### src/hw/rtl/assert_macros.svh
// Assertion macros for the RTL files that check their own logic; the top level uses them.
// No dependencies; take in with `include before the module that uses them.
`ifndef ASSERT_MACROS_SVH
`define ASSERT_MACROS_SVH

// Same-cycle implication, gated off while reset is asserted (active low)
`define PDLE_ASSERT_IMPL(lbl, clk, rstn, ante, cons, msg) \
    lbl: assert property (@(posedge clk) disable iff (!(rstn)) (ante) |-> (cons)) \
        else $error(msg);

// Next-cycle implication, gated off while reset is asserted (active low)
`define PDLE_ASSERT_NEXT(lbl, clk, rstn, ante, cons, msg) \
    lbl: assert property (@(posedge clk) disable iff (!(rstn)) (ante) |=> (cons)) \
        else $error(msg);

`endif

### src/hw/rtl/pdle_pkg.sv
// Shared codes and types of the positional deque list engine.
// No dependencies; used by the controller, the datapath and the top level.
`timescale 1ns / 1ps

package pdle_pkg;

    // Request kinds
    localparam logic [2:0] K_PUSH_FRONT = 3'd0;
    localparam logic [2:0] K_PUSH_BACK  = 3'd1;
    localparam logic [2:0] K_POP_FRONT  = 3'd2;
    localparam logic [2:0] K_POP_BACK   = 3'd3;
    localparam logic [2:0] K_INSERT     = 3'd4;
    localparam logic [2:0] K_GET        = 3'd5;
    localparam logic [2:0] K_REMOVE     = 3'd6;

    // Result status codes
    localparam logic [1:0] STAT_OK    = 2'd0;
    localparam logic [1:0] STAT_EMPTY = 2'd1;
    localparam logic [1:0] STAT_FULL  = 2'd2;

    // Datapath micro-operations
    localparam logic [3:0] OP_NONE       = 4'd0;
    localparam logic [3:0] OP_DECIDE     = 4'd1;
    localparam logic [3:0] OP_ALLOC_RD   = 4'd2;
    localparam logic [3:0] OP_ALLOC_WR   = 4'd3;
    localparam logic [3:0] OP_LINK       = 4'd4;
    localparam logic [3:0] OP_WALK_START = 4'd5;
    localparam logic [3:0] OP_WALK       = 4'd6;
    localparam logic [3:0] OP_NODE_RD    = 4'd7;
    localparam logic [3:0] OP_USE        = 4'd8;
    localparam logic [3:0] OP_INS_LINK   = 4'd9;
    localparam logic [3:0] OP_FINISH     = 4'd10;

    // Controller to datapath
    typedef struct packed {
        logic       load;    // request beat accepted this cycle
        logic [3:0] op;      // micro-operation
        logic [1:0] status;  // status of the current request
    } pdle_cmd_t;

    // Datapath to controller
    typedef struct packed {
        logic [2:0] kind;
        logic       full;
        logic       empty;
        logic       oob;       // position at or past the entry count
        logic       pos_zero;
        logic       cnt_zero;  // walk has reached its node
        logic       out_free;  // result register can take a new beat
    } pdle_sts_t;

endpackage

### src/hw/rtl/pdle_ctrl.sv
// Sequencer of the positional deque list engine.
// Depends on pdle_pkg; drives the datapath through pdle_cmd_t.
`timescale 1ns / 1ps

module pdle_ctrl
    import pdle_pkg::*;
(
    input  logic      aclk,
    input  logic      aresetn,
    input  logic      s_tvalid,
    output logic      s_tready,
    input  pdle_sts_t sts,
    output pdle_cmd_t cmd
);

    localparam logic [3:0] ST_IDLE       = 4'd0;
    localparam logic [3:0] ST_DECIDE     = 4'd1;
    localparam logic [3:0] ST_ALLOC_RD   = 4'd2;
    localparam logic [3:0] ST_ALLOC_WR   = 4'd3;
    localparam logic [3:0] ST_LINK       = 4'd4;
    localparam logic [3:0] ST_WALK_START = 4'd5;
    localparam logic [3:0] ST_WALK       = 4'd6;
    localparam logic [3:0] ST_NODE_RD    = 4'd7;
    localparam logic [3:0] ST_USE        = 4'd8;
    localparam logic [3:0] ST_INS_LINK   = 4'd9;
    localparam logic [3:0] ST_FINISH     = 4'd10;

    logic [3:0] state_reg, state_next;
    logic [1:0] status_reg, status_next;

    assign s_tready = (state_reg == ST_IDLE);

    // Next state and request status
    always_comb begin
        state_next  = state_reg;
        status_next = status_reg;
        unique case (state_reg)
            ST_IDLE: begin
                if (s_tvalid) begin
                    state_next  = ST_DECIDE;
                    status_next = STAT_OK;
                end
            end
            ST_DECIDE: begin
                unique case (sts.kind)
                    K_PUSH_FRONT, K_PUSH_BACK: begin
                        if (sts.full) begin
                            status_next = STAT_FULL;
                            state_next  = ST_FINISH;
                        end else begin
                            state_next = ST_ALLOC_RD;
                        end
                    end
                    K_POP_FRONT, K_POP_BACK: begin
                        if (sts.empty) begin
                            status_next = STAT_EMPTY;
                            state_next  = ST_FINISH;
                        end else begin
                            state_next = ST_NODE_RD;
                        end
                    end
                    K_INSERT: begin
                        priority if (sts.oob) begin
                            status_next = STAT_EMPTY;
                            state_next  = ST_FINISH;
                        end else if (sts.full) begin
                            status_next = STAT_FULL;
                            state_next  = ST_FINISH;
                        end else begin
                            state_next = ST_WALK_START;
                        end
                    end
                    K_GET, K_REMOVE: begin
                        if (sts.oob) begin
                            status_next = STAT_EMPTY;
                            state_next  = ST_FINISH;
                        end else begin
                            state_next = ST_WALK_START;
                        end
                    end
                    default: state_next = ST_FINISH;
                endcase
            end
            ST_WALK_START: state_next = sts.pos_zero ? ST_NODE_RD : ST_WALK;
            ST_WALK:       state_next = sts.cnt_zero ? ST_NODE_RD : ST_WALK;
            ST_NODE_RD:    state_next = ST_USE;
            ST_USE:        state_next = (sts.kind == K_INSERT) ? ST_ALLOC_RD : ST_FINISH;
            ST_ALLOC_RD:   state_next = ST_ALLOC_WR;
            ST_ALLOC_WR:   state_next = (sts.kind == K_INSERT) ? ST_INS_LINK : ST_LINK;
            ST_LINK:       state_next = ST_FINISH;
            ST_INS_LINK:   state_next = ST_FINISH;
            ST_FINISH:     state_next = sts.out_free ? ST_IDLE : ST_FINISH;
            default:       state_next = ST_IDLE;
        endcase
    end

    always_ff @(posedge aclk) begin
        if (!aresetn) begin
            state_reg  <= ST_IDLE;
            status_reg <= STAT_OK;
        end else begin
            state_reg  <= state_next;
            status_reg <= status_next;
        end
    end

    // Command to the datapath
    always_comb begin
        cmd.load   = s_tvalid && s_tready;
        cmd.status = status_reg;
        unique case (state_reg)
            ST_DECIDE:     cmd.op = OP_DECIDE;
            ST_ALLOC_RD:   cmd.op = OP_ALLOC_RD;
            ST_ALLOC_WR:   cmd.op = OP_ALLOC_WR;
            ST_LINK:       cmd.op = OP_LINK;
            ST_WALK_START: cmd.op = OP_WALK_START;
            ST_WALK:       cmd.op = OP_WALK;
            ST_NODE_RD:    cmd.op = OP_NODE_RD;
            ST_USE:        cmd.op = OP_USE;
            ST_INS_LINK:   cmd.op = OP_INS_LINK;
            ST_FINISH:     cmd.op = OP_FINISH;
            default:       cmd.op = OP_NONE;
        endcase
    end

endmodule

### config.mk
export PLATFORM = sky130hd
export DESIGN_NAME = pdle_ctrl
export DESIGN_NICKNAME = d
export VERILOG_FILES = /design/src/hw/rtl/assert_macros.svh /design/src/hw/rtl/pdle_pkg.sv /design/src/hw/rtl/pdle_ctrl.sv
export SDC_FILE = /design/constraint.sdc
export NUM_CORES = 1
export LEC_CHECK = 0
export BUFFER_PORTS_ARGS = -buffer_cell sky130_fd_sc_hd__buf_2
export CAP_MARGIN = 20
export CELL_PAD_IN_SITES_DETAIL_PLACEMENT = 1
export CELL_PAD_IN_SITES_GLOBAL_PLACEMENT = 2
export CORE_MARGIN = 1.5
export CORE_UTILIZATION = 28
export DETAILED_ROUTE_END_ITERATION = 12
export PLACE_DENSITY = 0.81
export SLEW_MARGIN = 20
export SYNTH_ARGS = -nofsm -noshare
export SYNTH_HDL_FRONTEND = slang
export SYNTH_SLANG_ARGS = --single-unit
export TNS_END_PERCENT = 50
### constraint.sdc
create_clock -name aclk -period 1.6 [get_ports aclk]
set_input_delay 0.32 -clock aclk [delete_from_list [all_inputs] [get_ports aclk]]
set_output_delay 0.32 -clock aclk [all_outputs]
set_load 0.01 [all_outputs]
Yosys cells after proc, flatten, opt, wreduce, memory -nomap -nowiden
Memory sizes are Yosys's and may differ from the RTL's. A register that Yosys moved wholly into a read port is not among the register bits. Index checks and enable logic that the tools add are counted.

Register bits after elaboration: 6. Memory bits (read-only): 64. Bits of input ports: 12. Output and inout bits: 8. Logic and storage cells: 54. Memories kept: 1.

Equal/unequal tests: 20. Muxes and demuxes: 22. Reduce and logical (&&, ||, !) cells: 9.

Memory list: (name not given) (depth 16, bits a word 4, rd ports 1, clocked after Yosys merged registers in 1, wr ports 0, line pdle_ctrl.sv:111) `unique case (state_reg)`.

Operators by type and width (count): $mux 4 (11); $pmux 4 s10 (1); $eq 4x3->1 const B (4); $pmux 4 s4 (1); $eq 4x4->1 const B (3); $mux 2 (5); $eq 3x3->1 const B (3); $eq 4x2->1 const B (2); $pmux 2 s4 (1); $reduce_or 2->1 (4); $eq 3x2->1 const B (2); $ne 3x3->1 const B (2); $ne 5x3->1 const B (1); $reduce_and 5->1 (1); $eq 4x1->1 const B (1); $logic_not 4->1 (1); $pmux 2 s2 (1); $eq 3x1->1 const B (1); $logic_not 3->1 (1); $mux 1 (2); $ne 2x2->1 const B (1); $reduce_bool 2->1 (1); $logic_and 1x1->1 (1).

Logic depth before layout (Yosys ltp)
Word-level depth: 6. Mapped depth: 5. Mapped depth without buffers: 4.

Least setup slack after synthesis
No wires, ideal clock.

Path type: reg-to-reg. From: register state_reg[3]. To: register status_reg[1]. Setup time: 58 ps. Data arrival time: 1381 ps. Data required time: 1542 ps. Path slack: 161 ps. Stages on the path, launching flop included: 6. Path buffers: 1. Clock period less this slack: 1439 ps. Cell sequence: dfxtp_1 -> buf_6 -> nor4b_4 -> o21ai_2 -> a221oi_1 -> o221a_2.

Longest elaborated chain between the ends: 3. Elaborated cells on any way between the ends: 9. Classes of those cells: eq/ne (5); mux (1); reduce/logical (3).

RTL lines: from (decl) (line pdle_ctrl.sv:28) `logic [3:0] state_reg, state_next;`; from (signal assigned) (line pdle_ctrl.sv:102) `state_reg <= state_next;`; $eq 4x1->1 / $logic_not 4->1 (equally long branches) (line pdle_ctrl.sv:37) `unique case (state_reg)`; $ne 5x3->1 (no line) (tied with other cells); $reduce_and 5->1 (no line); to (signal assigned) (line pdle_ctrl.sv:103) `status_reg <= status_next;`; to (decl) (line pdle_ctrl.sv:29) `logic [1:0] status_reg, status_next;`.

Several ways; a longest one is shown, not always the timed one. A chain may end at the register's enable or synchronous reset.

Worst setup path in the final report
From: register state_reg[2]. To: output port s_tready.

Longest elaborated chain between the ends: 1.

RTL lines: $logic_not 4->1 (line pdle_ctrl.sv:31) `assign s_tready = (state_reg == ST_IDLE);`; to (decl) (line pdle_ctrl.sv:11) `output logic s_tready,`.

Every way passes these cells.

==> impl_metrics.env <==
export IMPL_async_flop_share=0
export IMPL_postCtsHoldBufs=0
export IMPL_r2r_cells=6
export IMPL_finalHoldViolations=0
export IMPL_max_clock_freq_ghz=0.625
export IMPL_worst_slack_ns=-0.000167
export IMPL_grt_pass1_wl_um=3240
export IMPL_cts_buffer_depth=2
export IMPL_overflow=0
export IMPL_globalplace_congestion=0.807
export IMPL_synthCells=88
export IMPL_initial_core_util=0.292
export IMPL_violations="setup timing"
export IMPL_hold_slack_ns=0.293
export IMPL_cts_root_buf="clkbuf_4"
export IMPL_finalSetupViolCount=1
export IMPL_drtAntennaViolNets=0
export IMPL_cts_buffers=3
export IMPL_clkSinkCount=10
export IMPL_insertion_delay_ns=0.28
export IMPL_core_um2=2450
export IMPL_vias=768
export IMPL_h_tree_depth=1
export IMPL_ys_warn_count=0
export IMPL_path_clk_slew_ns=0.07
export IMPL_slew_headroom=0.728
export IMPL_reg2reg_setup_slack_ns=0.10
export IMPL_r2r_start="state_reg[2]$_SDFFE_PN0N_"
export IMPL_most_common_layout_cells="19 x buf_2, 13 x buf_4, 8 x o21ai_0, 7 x inv_1"
export IMPL_start_kind="flop"
export IMPL_report_final_slew_viol_count=0
export IMPL_fin_crit_sh=1.00
export IMPL_synth_ff_type="dfxtp_1"
export IMPL_final_common_cell="buf_2"
export IMPL_fin_util=0.389
export IMPL_status="complete, but fails checks"
export IMPL_final_setup_skew_ns=0.00297
export IMPL_grt_pass1_vias=726
export IMPL_antenna_found_initial=0
export IMPL_fp_row_count=18
export IMPL_wirelength_um=2030
export IMPL_drt_initial_drc_count=8
export IMPL_place_area_um2=891
export IMPL_dpl_hpwl_um=1570
export IMPL_path_class="reg -> out"
export IMPL_maxCapViolations=0
export IMPL_yosys_area_top_type_share=0.280
export IMPL_die_area_um2=2870
export IMPL_finalPower_mw=1.57
export IMPL_fin_tns_setup_ns=-0.000167
export IMPL_pwr_density_cell_nw_per_um2=1640
export IMPL_dieWidth_um=53.6
export IMPL_worst_slew_pin_slew_ns=0.403
export IMPL_fin_cells=147
export IMPL_required_ns=1.28
export IMPL_reg2reg_to="cmd[5]$_SDFF_PP0_"
export IMPL_drt_first_pass_iters=4
export IMPL_synth_distinct_cells=35
export IMPL_fillers=303
export IMPL_end_kind="primary output"
export IMPL_grt_util_all_layers=0.160
export IMPL_drt_wirelength_per_cell_um=13.8
export IMPL_grt_max_degree=11
export IMPL_via_per_inst=5.22
export IMPL_io_buffers=19
export IMPL_synth_seq_area_share=0.280
export IMPL_drive_above_1_share=0.393
export IMPL_syn_nets=100
export IMPL_dp_worst_setup_slack_ns=0.0697
export IMPL_cp_arrival_ns=1.28
export IMPL_ir_drop_mv=0.897
export IMPL_layout_min_cycle_time_ns=1.60
export IMPL_p_leak_nw=0.419
export IMPL_path_max_fanout=4
export IMPL_synthTopCellsByArea="dfxtp_1 28%, o21ai_0 5.6%, a21oi_1 4.2%, nor3b_1 4.2%, inv_1 3.7%"
export IMPL_ys_seq_elements=10
export IMPL_area_growth_pct=33.6
export IMPL_synth_edf_count=0
export IMPL_rsz0062_at_grt="true"
export IMPL_crit_end="s_tready"
export IMPL_hp_class="in -> reg"
export IMPL_io_pins=20
export IMPL_place_inst=141
export IMPL_die_y_um=53.6
export IMPL_synth_area_um2=716
export IMPL_syn_avg_cell_area_um2=8.13
export IMPL_fin_nets=130
export IMPL_cp_startpoint="state_reg[2]$_SDFFE_PN0N_"
export IMPL_fin_area_um2=956
export IMPL_synth_largest_area_cell="dfxtp_1"
export IMPL_antennaDiodeCount=0
export IMPL_tritoncts="built"
export IMPL_drc=0
[power breakdown]
group	total (mW)	switching [mW]	internal (mW)
logic	0.890	0.449	0.440
clock network	0.242	0.104	0.139
registers	0.433	0.0865	0.347
total	1.57	0.639	0.926
[worst min path at each step]
stage	startpoint	to	slack, ns	depth (start not counted)
floorplan	aresetn	status_reg[1]$_SDFFE_PN0P_	0.47	1
finish	aresetn	status_reg[1]$_SDFFE_PN0P_	0.29	2
global placement	status_reg[0]$_SDFFE_PN0P_	status_reg[0]$_SDFFE_PN0P_	0.49	2
global route	aresetn	status_reg[1]$_SDFFE_PN0P_	0.30	2
CTS	aresetn	status_reg[1]$_SDFFE_PN0P_	0.29	2
detailed placement	status_reg[0]$_SDFFE_PN0P_	status_reg[0]$_SDFFE_PN0P_	0.51	2
[critical path: stages, from the launching register on]
cell and delay (ns):
dfxtp_2 0.36, nor4_4 0.33, buf_4 0.19, buf_2 0.12
[Yosys cell counts, drive strengths merged (2+ instances only)]
library cell,instances
inv,7
dfxtp,10
nand3,3
nand2,4
a311oi,2
nor2,3
nor3,2
nand3b,3
buf,6
a41oi,2
o211ai,2
nor3b,4
o21ai,9
o21a,2
and2,2
a21oi,6
nand2b,4
a2111oi,2
[layout make-up]
type                            instances  area (um^2)  area share
Timing Repair Buffer                   32          193       0.202
Tap cell                               30         37.5      0.0393
Inverter                                7         26.3      0.0275
Clock buffer                            4         36.3      0.0380
Multi-Input combinational cell         64          458       0.479
Sequential cell                        10          205       0.215
[kinds of logic after synthesis]
kind of cell | after synthesis | synth area share
AO/OA/AOI/OAI | 33 | 0.323
XOR/XNOR | 1 | 0.0122
flip-flops | 10 | 0.280
AND/OR/NAND/NOR | 30 | 0.292
buffers and inverters | 14 | 0.0927
[layer usage]
layer | routed length [um] | vias up | part of all wire | track usage
met5 | 0 | - | 0 | 0
met1 | 890 | 362 | 0.44 | 0.193
met4 | 44 | 0 | 0.022 | 0.0769
li1 | - | 385 | - | -
met2 | 1040 | 16 | 0.51 | 0.280
met3 | 54 | 5 | 0.027 | 0.0167
[timing repair]
item,CTS,global route
setup endpoints to repair,1,4
pin swaps,1,2
setup buffers,1,1
resized for setup,4,2
No activity file was read; power rests on OpenSTA's default activity.
